<file path="config.mk">
export PLATFORM = sky130hd
export DESIGN_NAME = bts_front
export DESIGN_NICKNAME = d
export VERILOG_FILES = /design/src/rtl/bts_pkg.sv /design/src/rtl/bts_front.sv
export SDC_FILE = /design/constraint.sdc
export NUM_CORES = 2
export LEC_CHECK = 0
export BUFFER_PORTS_ARGS = -buffer_cell sky130_fd_sc_hd__buf_2
export CORE_MARGIN = 1
export CORE_UTILIZATION = 60
export CTS_CLUSTER_SIZE = 30
export DETAILED_ROUTE_END_ITERATION = 10
export HOLD_SLACK_MARGIN = 0.03
export PLACE_DENSITY = 0.85
export SYNTH_ARGS = -nofsm -noshare
export SYNTH_HDL_FRONTEND = slang
export SYNTH_SLANG_ARGS = --single-unit
</file>
<file path="constraint.sdc">
create_clock -name clk -period 14.2 [get_ports clk]
set_clock_uncertainty 0.2 [all_clocks]
set_input_delay 1.42 -clock clk [delete_from_list [all_inputs] [get_ports clk]]
set_output_delay 1.42 -clock clk [all_outputs]
set_load 0.01 [all_outputs]
</file>
<file path="src/rtl/bts_pkg.sv">
// Shared types, constants and helpers for the bilinear texture sampler.
// Depends on nothing; every other file of the block imports it.
package bts_pkg;

	localparam int MAX_SIDE_DEF     = 256;
	localparam int STORE_TEXELS_DEF = 65536;

	localparam logic [2:0] REG_TEX_WIDTH  = 3'd0;
	localparam logic [2:0] REG_TEX_HEIGHT = 3'd1;
	localparam logic [2:0] REG_WRAP_U     = 3'd2;
	localparam logic [2:0] REG_WRAP_V     = 3'd3;
	localparam logic [2:0] REG_FILTER     = 3'd4;
	localparam logic [2:0] REG_BOUND      = 3'd5;

	localparam logic [1:0] WRAP_CLAMP  = 2'd0;
	localparam logic [1:0] WRAP_REPEAT = 2'd1;

	localparam logic OP_WRITE  = 1'b0;
	localparam logic OP_SAMPLE = 1'b1;

	typedef struct packed {
		logic               operation;
		logic [15:0]        texel_address;
		logic [31:0]        texel_value;
		logic signed [31:0] coord_u;
		logic signed [31:0] coord_v;
	} in_item_t;

	typedef struct packed {
		logic [7:0] red;
		logic [7:0] green;
		logic [7:0] blue;
		logic [7:0] alpha;
	} out_item_t;

	typedef struct packed {
		logic [8:0] tex_width;
		logic [8:0] tex_height;
		logic [1:0] wrap_u_mode;
		logic [1:0] wrap_v_mode;
		logic       filter_linear;
		logic       texture_bound;
	} cfg_t;

	// Magnitude with the wrap mode applied; result fits in 32 bits.
	function automatic logic [31:0] wrap_mag(input logic [31:0] v, input logic [1:0] mode);
		logic [31:0] m;
		m = v[31] ? (32'd0 - v) : v;
		case (mode)
			WRAP_CLAMP:  wrap_mag = (m > 32'd65536) ? 32'd65536 : m;
			WRAP_REPEAT: wrap_mag = {16'd0, m[15:0]};
			default:     wrap_mag = m;
		endcase
	endfunction

endpackage

</file>
<file path="src/rtl/bts_front.sv">
// Front end: effective sizes, wrap, scale and texel coordinate selection.
// Depends on bts_pkg. Produces one classified command per accepted item.
module bts_front #(
	parameter int MAX_SIDE = bts_pkg::MAX_SIDE_DEF,
	parameter int SW = $clog2(MAX_SIDE + 1)
) (
	input  logic                  clk,
	input  logic                  arst_n,
	input  bts_pkg::cfg_t         cfg,
	input  logic                  in_valid,
	input  bts_pkg::in_item_t     in_item,
	output logic                  in_ready,
	output logic                  cmd_valid,
	output logic                  cmd_write,
	output logic                  cmd_white,
	output logic                  cmd_linear,
	output logic [15:0]           cmd_waddr,
	output logic [31:0]           cmd_wdata,
	output logic [SW-1:0]         cmd_x0,
	output logic [SW-1:0]         cmd_x1,
	output logic [SW-1:0]         cmd_y0,
	output logic [SW-1:0]         cmd_y1,
	output logic [SW-1:0]         cmd_w,
	output logic [16:0]           cmd_fx,
	output logic [16:0]           cmd_fy,
	input  logic                  cmd_ready
);
	import bts_pkg::*;

	localparam int PW = 32 + SW + 1;

	logic [SW-1:0] w_eff, h_eff;
	logic [SW-1:0] w_c, h_c;
	logic [SW:0]   mw, mh;
	logic [31:0]   mu, mv;
	logic [PW-1:0] pu, pv;
	logic          s1_valid_q, s2_valid_q, adv1;
	in_item_t      item_s1;
	logic [31:0]   mu_s1, mv_s1;
	logic [PW-1:0] pu_s2, pv_s2;
	logic          op_s2;
	logic [15:0]   a_s2;
	logic [31:0]   d_s2;
	logic [PW-1:0] xr, yr, xi, yi;

	// Clamp the configured sizes into 1..MAX_SIDE.
	assign w_c = ({23'd0, cfg.tex_width} > 32'(MAX_SIDE)) ? SW'(MAX_SIDE)
		: SW'(cfg.tex_width);
	assign h_c = ({23'd0, cfg.tex_height} > 32'(MAX_SIDE)) ? SW'(MAX_SIDE)
		: SW'(cfg.tex_height);
	assign w_eff = (cfg.tex_width == 9'd0) ? SW'(1) : w_c;
	assign h_eff = (cfg.tex_height == 9'd0) ? SW'(1) : h_c;
	assign mw = {w_eff, 1'b0} - (SW+1)'(1);
	assign mh = {h_eff, 1'b0} - (SW+1)'(1);

	// Two-stage pipe: wrap then multiply; stalls only when the back end holds cmd_ready low.
	assign adv1 = !s2_valid_q || cmd_ready;
	assign in_ready = !s1_valid_q || adv1;

	always_ff @(posedge clk or negedge arst_n) begin
		if (!arst_n) begin
			s1_valid_q <= 1'b0;
			s2_valid_q <= 1'b0;
		end else begin
			if (adv1) s2_valid_q <= s1_valid_q;
			if (in_ready) s1_valid_q <= in_valid;
		end
	end

	// Stage 1 payload: magnitudes after wrap.
	always_ff @(posedge clk) begin
		if (in_ready && in_valid) begin
			item_s1 <= in_item;
			mu_s1 <= wrap_mag(in_item.coord_u, cfg.wrap_u_mode);
			mv_s1 <= wrap_mag(in_item.coord_v, cfg.wrap_v_mode);
		end
	end

	assign mu = mu_s1;
	assign mv = mv_s1;
	assign pu = PW'(mu) * PW'(mw);
	assign pv = PW'(mv) * PW'(mh);

	// Stage 2 payload: scaled positions with 17 fraction bits.
	always_ff @(posedge clk) begin
		if (adv1 && s1_valid_q) begin
			pu_s2 <= pu;
			pv_s2 <= pv;
			op_s2 <= item_s1.operation;
			a_s2  <= item_s1.texel_address;
			d_s2  <= item_s1.texel_value;
		end
	end

	// Texel selection from the scaled positions.
	assign xr = (pu_s2 + PW'(65536)) >> 17;
	assign yr = (pv_s2 + PW'(65536)) >> 17;
	assign xi = pu_s2 >> 17;
	assign yi = pv_s2 >> 17;

	always_comb begin
		logic [PW-1:0] xs, ys;
		logic [SW-1:0] wm1, hm1;
		wm1 = w_eff - SW'(1);
		hm1 = h_eff - SW'(1);
		xs = cfg.filter_linear ? xi : xr;
		ys = cfg.filter_linear ? yi : yr;
		cmd_x0 = (xs > PW'(wm1)) ? wm1 : SW'(xs);
		cmd_y0 = (ys > PW'(hm1)) ? hm1 : SW'(ys);
		cmd_x1 = (cmd_x0 < wm1) ? cmd_x0 + SW'(1) : wm1;
		cmd_y1 = (cmd_y0 < hm1) ? cmd_y0 + SW'(1) : hm1;
	end

	assign cmd_valid  = s2_valid_q;
	assign cmd_write  = (op_s2 == OP_WRITE);
	assign cmd_white  = !cfg.texture_bound;
	assign cmd_linear = cfg.filter_linear;
	assign cmd_waddr  = a_s2;
	assign cmd_wdata  = d_s2;
	assign cmd_w      = w_eff;
	assign cmd_fx     = pu_s2[16:0];
	assign cmd_fy     = pv_s2[16:0];

endmodule

</file>
**Word level (Yosys, flattened, before mapping)**

Cells that the tools add are included.

- Add/subtract/negate cells: 10
- Multipliers: 2
- Div/mod/pow operators: 0
- Order comparisons: 8
- Equality and inequality tests: 2
- Shift-type cells: 0
- Multiplexer cells: 16
- Bitwise logic cells: 1
- Reduce and logical (&&, ||, !) cells: 11

Operator list:

| cell | number |
|---|---|
| $mux 32 | 4 |
| $pmux 32 s2 | 2 |
| $add 42x17->42 const B | 2 |
| $mul 32x10->42 | 2 |
| $mux 9 | 8 |
| $gt 32x17->1 const B | 2 |
| $sub 1x32->32 const A | 2 |
| $gt 25x9->1 | 2 |
| $mux 25 | 2 |
| $sub 10x1->10 const B | 2 |
| $add 9x1->9 const B | 2 |
| $gt 9x9->1 const B | 2 |
| $logic_not 9->1 | 2 |
| $lt 9x9->1 | 2 |
| $sub 9x1->9 const B | 2 |
| $eq 2x1->1 const B | 2 |
| $logic_not 2->1 | 2 |
| $logic_not 1->1 | 3 |
| $logic_and 1x1->1 | 2 |
| $logic_or 1x1->1 | 2 |
| $not 1->1 | 1 |

- Flip-flop bits (word level): 248
- Bits in latches: 0
- Memory bits (writable): 0
- Memory bits (read-only): 0
- Bits of input ports: 141
- Output and inout port bits: 132
- Word-level logic and storage cells: 62
- Memories: 0

**Logic depth before layout (Yosys ltp)**

- Word-level depth: 8
- Depth in mapped cells: 30
- Mapped depth without buffers: 27

**Worst setup path after synthesis**

OpenSTA, ideal clock, no wires.

- Path type: input-to-reg
- Start: in cfg[7] in the netlist's numbering
- End: reg pv_s2[40] (data pin)
- Setup time: 0.255 ns
- Arrival time: 8.633 ns
- Data required time: 13.745 ns
- Slack: 5.112 ns
- Cell stages on the path: 28
- Buffers on the path: 1
- Cells stage by stage: or4_1 -> nor4b_1 -> nor2_1 -> nor2_1 -> clkinv_1 -> xnor2_1 -> clkbuf_1 -> nand2_1 -> fa_1 -> inv_1 -> fa_1 -> inv_1 -> fa_1 -> inv_1 -> fa_1 -> inv_1 -> fa_1 -> inv_1 -> ha_1 -> or3_1 -> o21bai_1 -> nand3_1 -> a21o_1 -> a21boi_0 -> a31oi_1 -> a211oi_1 -> or4b_2 -> and3_1

- Word-level cells in the longest chain between the ends: 5
- Elaborated cells between the ends (all ways): 6
- Those cells by class: add/sub (1); mul (1); order compare (1); mux (2); reduce/logical (1)

RTL lines:

| what | RTL line | text |
|---|---|---|
| start, declared | bts_front.sv:9 | `input bts_pkg::cfg_t cfg,` |
| $gt 9x9->1 | bts_front.sv:49 | `assign h_c = ({23'd0, cfg.tex_height} > 32'(MAX_SIDE)) ? SW'(MAX_SIDE)` |
| $mux 9 | bts_front.sv:49 |  |
| $mux 9 (*) | bts_front.sv:52 | `assign h_eff = (cfg.tex_height == 9'd0) ? SW'(1) : h_c;` |
| $sub 10x1->10 (*) | bts_front.sv:54 | `assign mh = {h_eff, 1'b0} - (SW+1)'(1);` |
| $mul 32x10->42 (*) | bts_front.sv:82 | `assign pv = PW'(mv) * PW'(mh);` |
| named net pv[40] | bts_front.sv:36 | `logic [PW-1:0] pu, pv;` |
| end signal, assigned | bts_front.sv:88 | `pv_s2 <= pv;` |
| end, declared | bts_front.sv:40 | `logic [PW-1:0] pu_s2, pv_s2;` |

The timed path passes the listed nets; every way through them passes the cells marked *.
A chain may end at the register's enable or synchronous reset.

**Final worst setup path**

- Start: in cfg[7] in the netlist's numbering
- End: out cmd_y1[2]

- Word-level cells in the longest chain between the ends: 8
- Elaborated cells between the ends (all ways): 10
- Those cells by class: add/sub (2); order compare (3); mux (4); reduce/logical (1)

RTL lines:

| what | RTL line | text |
|---|---|---|
| $gt 9x9->1 | bts_front.sv:49 |  |
| $mux 9 | bts_front.sv:49 |  |
| $mux 9 (*) | bts_front.sv:52 |  |
| $sub 9x1->9 (*) | bts_front.sv:105 | `hm1 = h_eff - SW'(1);` |
| $gt 25x9->1 | bts_front.sv:109 | `cmd_y0 = (ys > PW'(hm1)) ? hm1 : SW'(ys);` |
| $mux 9 | bts_front.sv:109 |  |
| $add 9x1->9 or $lt 9x9->1 (tied branches) | bts_front.sv:111 | `cmd_y1 = (cmd_y0 < hm1) ? cmd_y0 + SW'(1) : hm1;` |
| $mux 9 (*) | bts_front.sv:111 |  |
| end, declared | bts_front.sv:22 | `output logic [SW-1:0] cmd_y1,` |

Mark *: on every way between the ends. The rest lies on a longest branch, timed or not.

==> flow_summary.yaml <==
cells_and_area:
  final_nets: 4389
  nFillCells: 3972
  syn_to_final_growth_pct: 8.89
  antennaDiodeCount: 0
  drive_gt1_share_pct: 11.0
critical_path:
  path_max_fanout: 26
  cp.depth: 27
  path_class: "input port to primary output"
  reg2reg_from: "mu[5]"
  cpPeakStageDelay_ps: 710
  crit_slowest_cell: "inv_1"
  cp.buffers_inverters: 4
  crit_end: "cmd_y1[2]"
  path_common_cell: "nor2_1"
  ff2ff_path_depth: 21
  reg2reg_setup_slack_ps: 7150
  cp-start-kind: "input port"
  r2r-end: "pu_s2[40]"
  critPathRequiredTime_ps: 12580
  cp_top_family: "simple AND/OR/NAND/NOR gates"
  critPathLaunch: "cfg[7]"
  end_kind: "primary output"
  crit_arrival_ps: 9000
route:
  antenna_left: 0
  drcViolationCount: 38
  drt_iter0_markers: 1991
  postRouteWirelength_um: 77600
  num_vias: 25000
  vias_per_cell: 5.82
  route.detailed.wl_per_inst_um: 18.1
  first_pass_iters: 10
cts:
  cts_made_buffers: 28
  clock_latency_ps: 590
  postCtsSetupBuffers: 0
  root_buffer: "clkbuf_16"
  cts.path.max_buffers: 3
  cts_tree: "yes"
  cts_hold_buf: 0
  clkSlewWorstSetupHoldPaths_ps: 60
  clock_sinks: 248
  h-tree-depth: 1
  ctsResizeCount: 0
placement:
  port_buffers: 272
  preCtsSetupSlack_ps: 3740
  hpwl_um: 60900
  gp_congestion: 0.940
yosys:
  ys_seq_area_share_pct: 23.1
  synthCells: 3356
  synth.distinct_cells: 83
  async_reset_ff_share_pct: 0.806
  synth_warnings: 0
  synth_ff_type: "edfxtp_1"
  ys_ff_latch: 248
  synth_area_um2: 32200
  syn_avg_cell_area_um2: 9.59
  synth_edf_count: 246
sta:
  finalHoldViolations: 0
  fmax_ghz: 0.0942
  rsz0062_at_grt: "no"
  setup_viol: 0
  tns_ps: 0
  fin_crit_sh_pct: 74.8
  timing.final.ws_setup_ps: 3580
  maxSlewViolCount: 0
  min_period_ps: 10620
  relSlewSlack_pct: 28.6
  worstMarginPinSlew_ps: 1070
grt:
  antenna_found_initial: 1
  grtUsageTotal_pct: 29.0
  grt_max_degree: 66
  grt_pass1_vias: 24700
  gr-total-overflow: 0
  grt_first_pass_wirelength_um: 125000
floorplanning:
  initial_utilization_pct: 61.0
  die_x_um: 234
  num_rows: 84
  core_um2: 52800
  die_h_um: 234
  dieArea_um2: 54600
  io_pins: 273
outcome:
  violations: "design-rule violations"
  status: "complete, but fails checks"
job:
  drv_cap: 0
min_path:
  hold_class: "register to register"
==> layout by cell type, fill, tap and decap left out, types with 50 or more instances in the layout <==
| master | n |
|---|---|
| ha_1 | 195 |
| edfxtp_1 | 246 |
| and2_1 | 80 |
| a21oi_1 | 111 |
| xnor2_1 | 104 |
| nand2_1 | 286 |
| fa_1 | 476 |
| buf_2 | 272 |
| o21ai_0 | 79 |
| nand2b_1 | 50 |
| nor2_1 | 372 |
| inv_1 | 555 |
| xor2_1 | 57 |
==> worst register-to-register path, cell delays in order, from the launching register on <==
cell and delay [ps]:
edfxtp_1 440, inv_1 270, nor2_1 120, fa_1 550
inv_1 60, fa_1 520, inv_1 50, fa_1 450
fa_1 490, inv_1 50, fa_1 500, inv_1 40
ha_1 350, a211o_1 290, a21oi_1 210, o2bb2ai_1 170
o211ai_1 280, a31oi_1 180, o41ai_1 680, o21ai_0 380
a221oi_1 430, xnor2_1 100
==> layer usage <==
layer  wire (µm)  global-route usage [%]
met5         105                    1.19
met1       31200                    38.8
met2       34700                    45.2
met4        3050                    11.4
met3        8560                    7.45
==> how the worst min path moves through the flow <==
stage / from / to / cells after the start
final: item_s1[105] / cmd_waddr[9] / 0
after global routing: item_s1[76] / cmd_wdata[12] / 0
after CTS: item_s1[105] / cmd_waddr[9] / 0
after detailed placement: item_s1[107] / cmd_waddr[11] / 0
after global placement: item_s1[81] / cmd_wdata[17] / 0
after floorplan: item_s1[96] / cmd_waddr[0] / 0
==> registers in the layout (all words and copies together), names as in the netlist, 16 cells and up <==
| name | count |
|---|---|
| cmd_wdata | 32 |
| mv | 32 |
| pu_s2 | 42 |
| mu | 32 |
| item_s1 | 49 |
| pv_s2 | 42 |
| cmd_waddr | 16 |
==> through the flow <==
| step | instances | utilization [%] | hold WS (ps) | instance area (µm²) |
|---|---|---|---|---|
| 3_5_place_dp | 4235 | 64.6 | 205 | 34100 |
| 2_1_floorplan | 3388 | - | 200 | 32300 |
| 6_report | 4286 | 66.4 | 213 | 35000 |
| 4_1_cts | 4286 | 66.4 | 212 | 35000 |
| 3_3_place_gp | 4235 | 64.6 | 200 | 34100 |
| 5_1_grt | 4286 | 66.4 | 223 | 35000 |
==> kinds of logic (layout without fill, tap and decap cells) <==
family | count (synthesis) | after routing | synth area share [%]
XOR/XNOR | 163 | 163 | 4.44
buffers and inverters | 699 | 909 | 8.62
other | 2 | 34 | 0.0233
multiplexers | 39 | 39 | 1.24
adder cells (fa/ha/maj) | 671 | 671 | 37.2
AND/OR/NAND/NOR | 1101 | 1101 | 16.4
AO/OA/AOI/OAI | 433 | 433 | 8.97
flip-flops | 248 | 248 | 23.1
==> layout make-up <==
class / instances / area, µm² / area share, %
Clock buffer: 30 / 729 / 2.08
Multi-Input combinational cell: 2441 / 22100 / 63.2
Sequential cell: 248 / 7440 / 21.2
Clock inverter: 21 / 228 / 0.650
Timing Repair Buffer: 297 / 1550 / 4.42
Inverter: 561 / 2110 / 6.01
Tap cell: 688 / 861 / 2.46
==> cells in the mapped netlist (8+ instances only) <==
cell,instances,share of area [%]
mux2_2,8,0.28
o21a_1,21,0.49
xnor2_1,106,2.9
fa_1,476,30
buf_4,35,0.82
o41ai_1,10,0.27
o21bai_1,20,0.47
a211oi_1,18,0.42
nand3_1,41,0.64
nor4_1,23,0.45
and2_1,82,1.6
nand2_1,286,3.3
or2_2,18,0.35
nor2b_1,36,0.70
inv_1,555,6.5
o31ai_1,22,0.51
a21oi_1,111,1.7
a31oi_1,9,0.17
clkbuf_1,83,0.97
o31a_1,8,0.22
or4_1,18,0.42
mux2i_1,31,0.96
o21ai_0,79,1.2
or3_1,21,0.41
nand2b_1,50,0.97
edfxtp_1,246,23
buf_1,10,0.12
o211ai_1,16,0.37
a21o_1,47,1.1
nor2_1,372,4.3
and4_1,12,0.33
xor2_1,57,1.6
and3_1,26,0.51
nor3_1,44,0.68
ha_1,195,7.6
nand4_1,40,0.78
buf_2,8,0.12
Power is not shown: default switching activity piles up to over one toggle a cycle in this logic, so the estimate is an artifact.
